<file path="src/rtl/assert_macros.svh">
// Assertion helpers for the RTL files; the sequencer top includes them.
`ifndef ASSERT_MACROS_SVH
`define ASSERT_MACROS_SVH

`ifndef NO_ASSERTIONS

// Property checked at every rising edge outside reset.
`define ASSERT_AT(lbl, clk, rstn, prop) \
  lbl: assert property (@(posedge clk) disable iff (!rstn) prop) \
    else $error("%m: assertion failed");

// Condition that must never hold outside reset.
`define ASSERT_NEVER(lbl, clk, rstn, cond) \
  lbl: assert property (@(posedge clk) disable iff (!rstn) !(cond)) \
    else $error("%m: forbidden condition seen");

`else

`define ASSERT_AT(lbl, clk, rstn, prop)
`define ASSERT_NEVER(lbl, clk, rstn, cond)

`endif

`endif

</file>
<file path="src/rtl/i2cseq_pkg.sv">
package i2cseq_pkg;

  localparam int BUF_DEPTH = 256;
  localparam int BUF_AW    = $clog2(BUF_DEPTH);

  typedef enum logic [1:0] {
    MODE_LOAD  = 2'd0,
    MODE_WRITE = 2'd1,
    MODE_READ  = 2'd2,
    MODE_EVENT = 2'd3
  } mode_t;

  typedef enum logic [1:0] {
    ST_PENDING = 2'd0,
    ST_SUCCESS = 2'd1,
    ST_FAILED  = 2'd2
  } status_t;

  typedef enum logic [3:0] {
    PH_IDLE          = 4'd0,
    PH_SEND_ADDR     = 4'd1,
    PH_ADDR_ACK      = 4'd2,
    PH_DATA_ACK      = 4'd3,
    PH_RESTART_STOP  = 4'd4,
    PH_RESTART_START = 4'd5,
    PH_READ_ADDR     = 4'd6,
    PH_FIRST_RX      = 4'd7,
    PH_RX_BYTE       = 4'd8,
    PH_RX_ENABLE     = 4'd9,
    PH_SUCCESS_WAIT  = 4'd10,
    PH_FAIL_WAIT     = 4'd11
  } phase_t;

  typedef struct packed {
    logic       accepted;
    logic       issue_start;
    logic       issue_stop;
    logic       enable_receive;
    logic       send_ack;
    logic       load_transmit;
    logic       tx_from_ram;
    logic [7:0] transmit_byte;
    logic       rx_valid;
    logic [7:0] rx_index;
    logic [7:0] rx_value;
    status_t    status;
  } result_t;

endpackage

</file>
<file path="src/rtl/i2cseq_ram.sv">
module i2cseq_ram #(
  parameter int WIDTH = 8,
  parameter int DEPTH = 256,
  localparam int AW = (DEPTH > 1) ? $clog2(DEPTH) : 1
) (
  input  logic             clk,
  input  logic             we,
  input  logic [AW-1:0]    waddr,
  input  logic [WIDTH-1:0] wdata,
  input  logic             re,
  input  logic [AW-1:0]    raddr,
  output logic [WIDTH-1:0] rdata
);

  logic [WIDTH-1:0] mem_r [DEPTH];
  logic [WIDTH-1:0] rdata_r;

  always_ff @(posedge clk) begin
    if (we) begin
      mem_r[waddr] <= wdata;
    end
    if (re) begin
      rdata_r <= mem_r[raddr];
    end
  end

  assign rdata = rdata_r;

endmodule

</file>
<file path="src/rtl/i2c_master_transaction_sequencer_top.sv">
// Channel  Direction  Payload
// in_      slave      tuser: mode; tdata: request fields (56 bits)
// out_     master     tdata: result fields (40 bits)
//
// Every request yields one result, valid the cycle after acceptance; one request per cycle
// while the result is not stalled. The data buffer is a one-port-read, one-port-write RAM;
// a write-data read is issued at acceptance; its data is muxed into the registered result.
// A stalled result holds the input: in_tready = !out_tvalid || out_tready.
// Reset (rst_n low, synchronous) clears the phase and status; the buffer is not cleared.
`include "assert_macros.svh"

module i2c_master_transaction_sequencer_top (
  input  logic        clk,
  input  logic        rst_n,
  input  logic        in_tvalid,
  output logic        in_tready,
  // buf_index[7:0], buf_byte[15:8], slave_addr[23:16], reg_addr[31:24],
  // byte_count[39:32], nack[40], collision[41], rx_data[49:42], zero[55:50]
  input  logic [55:0] in_tdata,
  // mode[1:0]
  input  logic [1:0]  in_tuser,
  output logic        out_tvalid,
  input  logic        out_tready,
  // accepted[0], issue_start[1], issue_stop[2], enable_receive[3], send_ack[4],
  // load_transmit[5], transmit_byte[13:6], rx_valid[14], rx_index[22:15],
  // rx_value[30:23], status[32:31], zero[39:33]
  output logic [39:0] out_tdata
);

  localparam int AW = i2cseq_pkg::BUF_AW;

  // Input fields.
  logic [7:0] buf_index, buf_byte, slave_addr, reg_addr, byte_count, rx_data;
  logic       nack, collision;
  i2cseq_pkg::mode_t mode;

  assign buf_index  = in_tdata[7:0];
  assign buf_byte   = in_tdata[15:8];
  assign slave_addr = in_tdata[23:16];
  assign reg_addr   = in_tdata[31:24];
  assign byte_count = in_tdata[39:32];
  assign nack       = in_tdata[40];
  assign collision  = in_tdata[41];
  assign rx_data    = in_tdata[49:42];
  assign mode       = i2cseq_pkg::mode_t'(in_tuser);

  // Transfer state.
  i2cseq_pkg::phase_t  phase_r, phase_nxt;
  i2cseq_pkg::status_t status_r, status_nxt;
  logic       dir_rd_r, dir_rd_nxt;
  logic [7:0] tgt_r, tgt_nxt;
  logic [7:0] regad_r, regad_nxt;
  logic [7:0] total_r, total_nxt;
  logic [7:0] pos_r, pos_nxt;

  // Result stage.
  logic                  out_valid_r;
  i2cseq_pkg::result_t   res_r, res;

  // Buffer RAM controls.
  logic          ram_we, ram_re;
  logic [AW-1:0] ram_waddr, ram_raddr;
  logic [7:0]    ram_wdata, ram_rdata;

  logic in_acc, is_event, is_start, can_start;
  logic [7:0] pos_inc;
  logic more_wr, more_rx, pos_in_range, idx_in_range;

  assign in_tready = !out_valid_r || out_tready;
  assign in_acc    = in_tvalid && in_tready;

  assign is_event  = (mode == i2cseq_pkg::MODE_EVENT) && (phase_r != i2cseq_pkg::PH_IDLE);
  assign is_start  = (mode == i2cseq_pkg::MODE_WRITE) || (mode == i2cseq_pkg::MODE_READ);
  assign can_start = (status_r != i2cseq_pkg::ST_PENDING);

  assign pos_inc      = pos_r + 8'd1;
  assign more_wr      = (pos_r < total_r);
  assign more_rx      = (pos_inc < total_r);
  assign pos_in_range = ({1'b0, pos_r} < 9'(i2cseq_pkg::BUF_DEPTH));
  assign idx_in_range = ({1'b0, buf_index} < 9'(i2cseq_pkg::BUF_DEPTH));

  // Next phase.
  always_comb begin
    phase_nxt = phase_r;
    if (in_acc) begin
      if (is_start && can_start) begin
        phase_nxt = i2cseq_pkg::PH_SEND_ADDR;
      end else if (is_event) begin
        if (collision) begin
          phase_nxt = i2cseq_pkg::PH_FAIL_WAIT;
        end else begin
          unique case (phase_r)
            i2cseq_pkg::PH_SEND_ADDR: phase_nxt = i2cseq_pkg::PH_ADDR_ACK;
            i2cseq_pkg::PH_ADDR_ACK: begin
              if (nack) begin
                phase_nxt = i2cseq_pkg::PH_FAIL_WAIT;
              end else if (dir_rd_r) begin
                phase_nxt = i2cseq_pkg::PH_RESTART_STOP;
              end else begin
                phase_nxt = more_wr ? i2cseq_pkg::PH_DATA_ACK : i2cseq_pkg::PH_SUCCESS_WAIT;
              end
            end
            i2cseq_pkg::PH_DATA_ACK: begin
              if (nack) begin
                phase_nxt = i2cseq_pkg::PH_FAIL_WAIT;
              end else begin
                phase_nxt = more_wr ? i2cseq_pkg::PH_DATA_ACK : i2cseq_pkg::PH_SUCCESS_WAIT;
              end
            end
            i2cseq_pkg::PH_RESTART_STOP:  phase_nxt = i2cseq_pkg::PH_RESTART_START;
            i2cseq_pkg::PH_RESTART_START: phase_nxt = i2cseq_pkg::PH_READ_ADDR;
            i2cseq_pkg::PH_READ_ADDR:     phase_nxt = i2cseq_pkg::PH_FIRST_RX;
            i2cseq_pkg::PH_FIRST_RX: begin
              phase_nxt = nack ? i2cseq_pkg::PH_FAIL_WAIT : i2cseq_pkg::PH_RX_BYTE;
            end
            i2cseq_pkg::PH_RX_BYTE: begin
              phase_nxt = more_rx ? i2cseq_pkg::PH_RX_ENABLE : i2cseq_pkg::PH_SUCCESS_WAIT;
            end
            i2cseq_pkg::PH_RX_ENABLE: phase_nxt = i2cseq_pkg::PH_RX_BYTE;
            default:                  phase_nxt = i2cseq_pkg::PH_IDLE;
          endcase
        end
      end
    end
  end

  // Result fields, register updates and buffer accesses.
  always_comb begin
    res        = '0;
    status_nxt = status_r;
    dir_rd_nxt = dir_rd_r;
    tgt_nxt    = tgt_r;
    regad_nxt  = regad_r;
    total_nxt  = total_r;
    pos_nxt    = pos_r;
    ram_we     = 1'b0;
    ram_waddr  = buf_index[AW-1:0];
    ram_wdata  = buf_byte;
    ram_re     = 1'b0;
    ram_raddr  = pos_r[AW-1:0];

    if (in_acc) begin
      if (mode == i2cseq_pkg::MODE_LOAD) begin
        ram_we = idx_in_range;
      end else if (is_start) begin
        if (can_start) begin
          tgt_nxt         = slave_addr;
          regad_nxt       = reg_addr;
          total_nxt       = byte_count;
          pos_nxt         = 8'd0;
          dir_rd_nxt      = (mode == i2cseq_pkg::MODE_READ);
          status_nxt      = i2cseq_pkg::ST_PENDING;
          res.accepted    = 1'b1;
          res.issue_start = 1'b1;
        end
      end else if (is_event) begin
        if (collision) begin
          res.issue_stop = 1'b1;
        end else begin
          unique case (phase_r)
            i2cseq_pkg::PH_SEND_ADDR: begin
              res.load_transmit = 1'b1;
              res.transmit_byte = tgt_r;
            end
            i2cseq_pkg::PH_ADDR_ACK, i2cseq_pkg::PH_DATA_ACK: begin
              if (nack) begin
                res.issue_stop = 1'b1;
              end else if (dir_rd_r && phase_r == i2cseq_pkg::PH_ADDR_ACK) begin
                res.load_transmit = 1'b1;
                res.transmit_byte = regad_r;
              end else if (more_wr) begin
                // The data byte arrives from the buffer RAM next cycle.
                res.load_transmit = 1'b1;
                res.tx_from_ram   = pos_in_range;
                ram_re            = pos_in_range;
                pos_nxt           = pos_inc;
              end else begin
                res.issue_stop = 1'b1;
              end
            end
            i2cseq_pkg::PH_RESTART_STOP:  res.issue_stop = 1'b1;
            i2cseq_pkg::PH_RESTART_START: res.issue_start = 1'b1;
            i2cseq_pkg::PH_READ_ADDR: begin
              res.load_transmit = 1'b1;
              res.transmit_byte = tgt_r + 8'd1;
            end
            i2cseq_pkg::PH_FIRST_RX: begin
              if (nack) begin
                res.issue_stop = 1'b1;
              end else begin
                res.enable_receive = 1'b1;
              end
            end
            i2cseq_pkg::PH_RX_BYTE: begin
              ram_we       = pos_in_range;
              ram_waddr    = pos_r[AW-1:0];
              ram_wdata    = rx_data;
              res.rx_valid = 1'b1;
              res.rx_index = pos_r;
              res.rx_value = rx_data;
              pos_nxt      = pos_inc;
              if (more_rx) begin
                res.send_ack = 1'b1;
              end else begin
                res.issue_stop = 1'b1;
              end
            end
            i2cseq_pkg::PH_RX_ENABLE:    res.enable_receive = 1'b1;
            i2cseq_pkg::PH_SUCCESS_WAIT: status_nxt = i2cseq_pkg::ST_SUCCESS;
            i2cseq_pkg::PH_FAIL_WAIT:    status_nxt = i2cseq_pkg::ST_FAILED;
            default: ;
          endcase
        end
      end
    end
    res.status = status_nxt;
  end

  always_ff @(posedge clk) begin
    if (!rst_n) begin
      phase_r     <= i2cseq_pkg::PH_IDLE;
      status_r    <= i2cseq_pkg::ST_SUCCESS;
      dir_rd_r    <= 1'b0;
      tgt_r       <= 8'd0;
      regad_r     <= 8'd0;
      total_r     <= 8'd0;
      pos_r       <= 8'd0;
      out_valid_r <= 1'b0;
    end else begin
      phase_r  <= phase_nxt;
      status_r <= status_nxt;
      dir_rd_r <= dir_rd_nxt;
      tgt_r    <= tgt_nxt;
      regad_r  <= regad_nxt;
      total_r  <= total_nxt;
      pos_r    <= pos_nxt;
      if (in_tready) begin
        out_valid_r <= in_acc;
      end
    end
  end

  // A buffer read only starts when the result stage advances, so the RAM
  // output stays put while the result is stalled.
  always_ff @(posedge clk) begin
    if (in_tready) begin
      res_r <= res;
    end
  end

  i2cseq_ram #(
    .WIDTH (8),
    .DEPTH (i2cseq_pkg::BUF_DEPTH)
  ) u_buf (
    .clk   (clk),
    .we    (ram_we),
    .waddr (ram_waddr),
    .wdata (ram_wdata),
    .re    (ram_re),
    .raddr (ram_raddr),
    .rdata (ram_rdata)
  );

  logic [7:0] tx_byte;
  assign tx_byte = res_r.tx_from_ram ? ram_rdata : res_r.transmit_byte;

  assign out_tvalid = out_valid_r;
  assign out_tdata  = {7'd0, res_r.status, res_r.rx_value, res_r.rx_index, res_r.rx_valid,
                       tx_byte, res_r.load_transmit, res_r.send_ack, res_r.enable_receive,
                       res_r.issue_stop, res_r.issue_start, res_r.accepted};

  `ASSERT_AT(a_busy_pending, clk, rst_n,
             (phase_r != i2cseq_pkg::PH_IDLE) |-> (status_r == i2cseq_pkg::ST_PENDING))
  `ASSERT_AT(a_accept_pending, clk, rst_n,
             (out_valid_r && res_r.accepted) |-> (res_r.status == i2cseq_pkg::ST_PENDING))
  `ASSERT_AT(a_read_lands, clk, rst_n,
             ram_re |=> (out_valid_r && res_r.tx_from_ram && res_r.load_transmit))
  `ASSERT_NEVER(a_tx_rx_excl, clk, rst_n,
                out_valid_r && res_r.load_transmit && res_r.rx_valid)

endmodule

</file>
<file path="config.mk">
export PLATFORM = sky130hd
export DESIGN_NAME = i2c_master_transaction_sequencer_top
export DESIGN_NICKNAME = d
export VERILOG_FILES = /design/src/rtl/i2cseq_pkg.sv /design/src/rtl/i2cseq_ram.sv /design/src/rtl/i2c_master_transaction_sequencer_top.sv
export VERILOG_INCLUDE_DIRS = /design/src /design/src/rtl
export SDC_FILE = /design/constraint.sdc
export NUM_CORES = 2
export LEC_CHECK = 0
export BUFFER_PORTS_ARGS = -buffer_cell sky130_fd_sc_hd__buf_2
export CORE_MARGIN = 2
export CORE_UTILIZATION = 63
export CTS_CLUSTER_SIZE = 20
export DETAILED_ROUTE_END_ITERATION = 10
export HOLD_SLACK_MARGIN = 0.02
export PLACE_DENSITY_LB_ADDON = 0.1
export SETUP_SLACK_MARGIN = 0.05
export SYNTH_ARGS = -nofsm -noshare
export SYNTH_HDL_FRONTEND = slang
export SYNTH_SLANG_ARGS = --single-unit
</file>
<file path="constraint.sdc">
create_clock -name clk -period 6 [get_ports clk]
set_clock_uncertainty 0.1 [all_clocks]
set_input_delay 0.6 -clock clk [delete_from_list [all_inputs] [get_ports clk]]
set_output_delay 0.6 -clock clk [all_outputs]
set_load 0.02 [all_outputs]
</file>
======== After elaboration in Yosys (flattened, before gate mapping) ========
Memory sizes are Yosys's and may differ from the RTL's. A register that Yosys moved wholly into a read port is not among the register bits.
Index checks and enable logic that the tools add are counted.
cells by class
  add/subtract/negate cells ............... 2
  magnitude comparators ................... 2
  eq/ne operators ......................... 19
  multiplexer cells ....................... 81
  bitwise logic cells ..................... 6
  reduce and logical (&&, ||, !) cells .... 24
operators by type and width
  kind                                                              number
  8-bit two-way mux                                                 21
  4-bit case mux with 9 select lines                                1
  1-bit two-way mux                                                 32
  31-bit two-way mux                                                1
  29-bit two-way mux                                                1
  4-bit two-way mux                                                 7
  8-bit case mux with 3 select lines                                1
  2-bit two-way mux                                                 10
  17-bit two-way mux                                                1
  8-bit by 1-bit adder with 8-bit output (second input constant)    2
  4-bit by 3-bit == test with 1-bit output (second input constant)  4
  4-bit == test (second input constant)                             4
  8-bit less-than comparator                                        2
  8-bit case mux with 2 select lines                                1
  10-bit two-way mux                                                1
  3-bit != test (second input constant)                             3
  9-bit AND reduction                                               1
  4-bit by 2-bit == test with 1-bit output (second input constant)  2
  8-bit OR reduction                                                1
  1-bit inverter                                                    6
  2-bit nonzero test                                                3
  2-bit OR reduction                                                3
  6-bit OR reduction                                                1
  5-bit OR reduction                                                1
  other kinds (17)                                                  24
word-level totals
  bits in registers ....................... 74
  memory bits (writable) .................. 2048
  bits of input ports ..................... 62
  output and inout port bits .............. 42
  logic and storage cells ................. 155
  memories ................................ 1
memories
  name         words  bits a word  read ports  clocked after memory_dff  write ports  RTL line          text
  u_buf.mem_r  256    8            1           1                         1            i2cseq_ram.sv:15  logic [WIDTH-1:0] mem_r [DEPTH];

======== Depth between registers and ports, before layout ========
  word-level depth ........................ 10
  depth in mapped cells ................... 15
  gate-level depth less buffers ........... 11

======== Modules after synthesis ========
Synthesis repeated with hierarchy kept, for this count alone.
second synthesis, totals
  cell total of the unflattened synthesis .. 4240
  area, all modules ....................... 83948.0 sq um
modules (own cells, without submodules)
  module                                times used  cells each  area an instance (sq um)  sequential area each (sq um)
  i2cseq_ram                            1           3733        79636.4                   61739.2
  i2c_master_transaction_sequencer_top  1           507         4311.6                    1821.7

======== Worst setup path after synthesis ========
Ideal clock, no wire load.
  path kind ............................... input to register
  start ................................... in out_tready
  end ..................................... mem u_buf.mem_r[0][0] (data pin)
  library setup time ...................... 0.556 ns
  data arrival time ....................... 4.821 ns
  required time ........................... 5.344 ns
  path slack .............................. 0.523 ns
  cell stages on the path ................. 7
  buffers on the path ..................... 3
  cells stage by stage .................... nand2b_1 -> nand3b_1 -> or3_1 -> buf_2 -> buf_2 -> buf_2 -> mux2_2
on the way
  word-level cells in the longest chain between the ends .. 3
ends and longest elaborated chain
  element            RTL line                                     text
  from (decl)        i2c_master_transaction_sequencer_top.sv:23   input logic out_tready,
  1-bit logical OR   i2c_master_transaction_sequencer_top.sv:69   assign in_tready = !out_valid_r || out_tready;
  1-bit logical AND  i2c_master_transaction_sequencer_top.sv:70   assign in_acc = in_tvalid && in_tready;
  8-bit two-way mux  i2c_master_transaction_sequencer_top.sv:142  if (in_acc) begin
  net ram_wdata[0]   i2c_master_transaction_sequencer_top.sv:63   logic [7:0] ram_wdata, ram_rdata;
  to (decl)          i2cseq_ram.sv:15
The timed path passes the listed nets, and every way through them passes these cells.

======== Final worst setup path ========
  start ................................... reg phase_r[3]
  end ..................................... mem u_buf.mem_r[75][3], enable pin
on the way
  word-level cells in the longest chain between the ends .. 9
  elaborated cells between the ends (all ways) .. 17
  those cells by class .................... eq/ne: 1; mux: 14; reduce/logical: 2
ends and longest elaborated chain
  element                                  RTL line                                     text
  from (decl)                              i2c_master_transaction_sequencer_top.sv:48   i2cseq_pkg::phase_t phase_r, phase_nxt;
  from (signal assigned)                   i2c_master_transaction_sequencer_top.sv:221  phase_r <= i2cseq_pkg::PH_IDLE;
  from (signal assigned)                   i2c_master_transaction_sequencer_top.sv:230  phase_r <= phase_nxt;
  4-bit == test                            i2c_master_transaction_sequencer_top.sv:160  unique case (phase_r)
  1-bit two-way mux                        i2c_master_transaction_sequencer_top.sv:160
  1-bit two-way mux                        i2c_master_transaction_sequencer_top.sv:157  if (collision) begin
  1-bit two-way mux                        i2c_master_transaction_sequencer_top.sv:156  end else if (is_event) begin
  1-bit two-way mux                        i2c_master_transaction_sequencer_top.sv:145  end else if (is_start) begin
  1-bit two-way mux                        i2c_master_transaction_sequencer_top.sv:143  if (mode == i2cseq_pkg::MODE_LOAD) begin
  1-bit two-way mux                        i2c_master_transaction_sequencer_top.sv:142
  1-bit two-way mux                        i2cseq_ram.sv:19                             if (we) begin
  1-bit two-way mux (not written as such)  i2cseq_ram.sv:20                             mem_r[waddr] <= wdata;
Parallel ways exist; a longest one is shown, timed or not.

==> impl_metrics.env <==
export IMPL_ant_nets=0
export IMPL_synth_edf_count=2090
export IMPL_clkLatencyLatePin_ps=860
export IMPL_cp_arrival_ps=5480
export IMPL_cp_data_required_time_ps=6340
export IMPL_r2r_end="u_buf.mem_r[75][3]$_DFFE_PP_"
export IMPL_drc=0
export IMPL_power_density_mw_per_mm2=317
export IMPL_avgViaCountPerCell=6.72
export IMPL_max_cap_violations=0
export IMPL_die_x_um=367
export IMPL_wl_per_cell_um=31.1
export IMPL_ctsRootBufferMaster="clkbuf_16"
export IMPL_grt_pass1_wl_mm=284
export IMPL_portBuffers=90
export IMPL_worstSetupPathType="flip-flop to flip-flop"
export IMPL_routed_wl_mm=195
export IMPL_power_total_mw=29.3
export IMPL_critPathMaxFanout=25
export IMPL_status="completed"
export IMPL_numClockSinks=2130
export IMPL_first_global_vias=41482
export IMPL_grt_overflow_total=0
export IMPL_ys_types=67
export IMPL_async_flop_share_pct=0
export IMPL_crit_top_cell="buf_4"
export IMPL_fmaxAchievable_mhz=195
export IMPL_fin_crit_ps=5140
export IMPL_crit_path_start="phase_r[3]$_SDFFE_PN0P_"
export IMPL_tightest_slew_ps=1330
export IMPL_crit_path_top_delay_cell="or3_2"
export IMPL_areaGrowthSynthToFinish_pct=11.5
export IMPL_cts_resized_gates=0
export IMPL_avgSynthCellArea_um2=19.9
export IMPL_hold_class="input port to flip-flop"
export IMPL_io_pins=104
export IMPL_firstDrtPassIters=8
export IMPL_grt_max_degree=168
export IMPL_vias=42140
export IMPL_r2r_cells=8
export IMPL_h_tree_depth=4
export IMPL_cp_depth=8
export IMPL_cts_max_path_buffers=3
export IMPL_row_count=133
export IMPL_p_leak_nw=27.8
export IMPL_path_cells="or4b_1 > or3b_1 > or3_2 > buf_4 > o21ai_2 > nand3_2 > buf_4 > nor2_1"
export IMPL_synth_area_mm2=0.0829
export IMPL_critPathBufInv=2
export IMPL_cpLargestDelayFamily="simple AND/OR/NAND/NOR gates"
export IMPL_synth_seq_area_share_pct=76.7
export IMPL_die_h_um=367
export IMPL_slew_headroom_pct=9.99
export IMPL_initialDrtViolationCount=5842
export IMPL_grtUsageTotal_pct=29.3
export IMPL_synth_seq_cells=2130
export IMPL_r2r_start="phase_r[3]$_SDFFE_PN0P_"
export IMPL_cp_start_kind="flip-flop"
export IMPL_setup_viol=0
export IMPL_finalHoldViolations=0
export IMPL_final_nets=4435
export IMPL_synth_cells=4167
export IMPL_max_stage_delay_ps=690
export IMPL_antenna_found_initial=12
export IMPL_tns_ps=0
export IMPL_cts_inserted_buffers=203
export IMPL_die_area_mm2=0.135
export IMPL_ys_warn_count=0
export IMPL_start_util_pct=63.3
export IMPL_post_route_period_util_pct=85.6
export IMPL_slew_violations=0
export IMPL_post_cts_buffers=0
export IMPL_peakVddDrop_mv=0.310
export IMPL_cts_tree="built"
export IMPL_cts_reportedPaths_clkPinSlew_ps=60
export IMPL_synth_ff_type="edfxtp_1"
export IMPL_dp_hpwl_mm=117
export IMPL_drive_above_1_share_pct=22.0
export IMPL_rrSetupSlack_ps=860
export IMPL_routabilityCongestion=0.920
export IMPL_cts_hold_buffers=35
export IMPL_crit_end="u_buf.mem_r[75][3]$_DFFE_PP_"
export IMPL_rsz0062_at_grt="no"
export IMPL_critPathCaptureType="flip-flop"
export IMPL_coreArea_mm2=0.131
[cells in the mapped netlist, drive strengths merged, types with 25 or more instances]
master / n / share of area [%]
nand2: 134 / 0.63
o21ai: 62 / 0.43
clkbuf: 132 / 0.60
mux4: 448 / 12
a221oi: 33 / 0.35
nor2: 293 / 1.3
nor3: 49 / 0.30
a22oi: 87 / 0.79
dfxtp: 40 / 0.97
a21oi: 65 / 0.39
nor4: 25 / 0.19
mux2i: 136 / 1.6
o22ai: 148 / 1.1
buf: 134 / 0.85
nand3: 66 / 0.43
a211oi: 35 / 0.32
edfxtp: 2090 / 76
[power by group]
part,total [mW],switching (mW),internal [mW]
logic,0.505,0.400,0.105
registers,16.4,0.0159,16.3
clock network,12.5,5.45,7.01
total,29.3,5.86,23.5
[cells by family (layout without fill, tap and decap cells)]
logic type / after synthesis / in the layout / share of synthesized area, %
AO/OA/AOI/OAI: 487 / 487 / 3.97
multiplexers: 600 / 600 / 14.0
adder cells (fa/ha/maj): 20 / 20 / 0.302
flip-flops: 2130 / 2130 / 76.7
XOR/XNOR: 8 / 8 / 0.0845
buffers and inverters: 287 / 628 / 1.54
other: 1 / 11 / 0.00452
AND/OR/NAND/NOR: 634 / 634 / 3.41
[layout make-up]
type	count	area (µm²)
fillers	7820	38500
clock buffers	259	5350
flip-flops and latches	2130	63600
multi-input cells	1756	18300
repair buffers	241	1850
inverters	21	78.8
diodes	4	10.0
well taps	1755	2200
clock inverters	107	1110
[flip-flops by register name (all words and copies together) (netlist names)]
signal / flops
dir_rd_r: 1
out_tdata: 25
out_tvalid: 1
phase_r: 4
pos_r: 8
regad_r: 8
res_r: 9
status_r: 2
tgt_r: 8
total_r: 8
u_buf.mem_r: 2048
u_buf.rdata: 8
[stage by stage]
stage	area [µm²]	utilization, %	worst slack [ps]	instances	hold WS [ps]
2_1_floorplan	82900	-	523	4173	336
3_3_place_gp	85600	65.4	999	5868	350
3_5_place_dp	85600	65.4	1030	5868	353
4_1_cts	92400	70.6	950	6269	24.6
5_1_grt	92400	70.6	737	6269	46.6
6_report	92400	70.6	865	6273	84.7
[metal layers]
layer  track usage, %  part of all wire [%]
met1             43.5                    40
met2             44.4                    47
met3             6.04                    10
met4             10.5                   3.6
met5                0                 0.024
[placed cells by master (no fill, tap or decap), drive strengths merged, types with 7 or more instances in the layout]
master,instances
nand3,66
nor2,293
a31oi,16
clkbuf,259
ha,20
a221oi,33
and2,15
clkinvlp,8
a21oi,65
or2,10
mux2,16
conb,7
a22oi,87
o21ai,62
clkinv,79
or3,7
bufinv,16
nor3,49
dfxtp,40
inv,25
mux2i,136
nand2,134
nor4,25
nand3b,9
o22ai,148
a211oi,35
mux4,448
edfxtp,2090
nand2b,12
buf,206
dlygate4sd3,35
o211ai,8
[worst min-delay path by stage]
stage | end | from | cells after the start | slack [ps]
CTS | status_r[1]$_SDFF_PN0_ | rst_n | 2 | 20
floorplan | regad_r[1]$_SDFFE_PN0P_ | regad_r[1]$_SDFFE_PN0P_ | 2 | 340
global route | status_r[1]$_SDFF_PN0_ | rst_n | 2 | 50
finish | status_r[1]$_SDFF_PN0_ | rst_n | 2 | 80
detailed placement | total_r[2]$_SDFFE_PN0P_ | total_r[2]$_SDFFE_PN0P_ | 2 | 350
global placement | regad_r[3]$_SDFFE_PN0P_ | regad_r[3]$_SDFFE_PN0P_ | 2 | 350
Power figures use the tool's default switching activity.
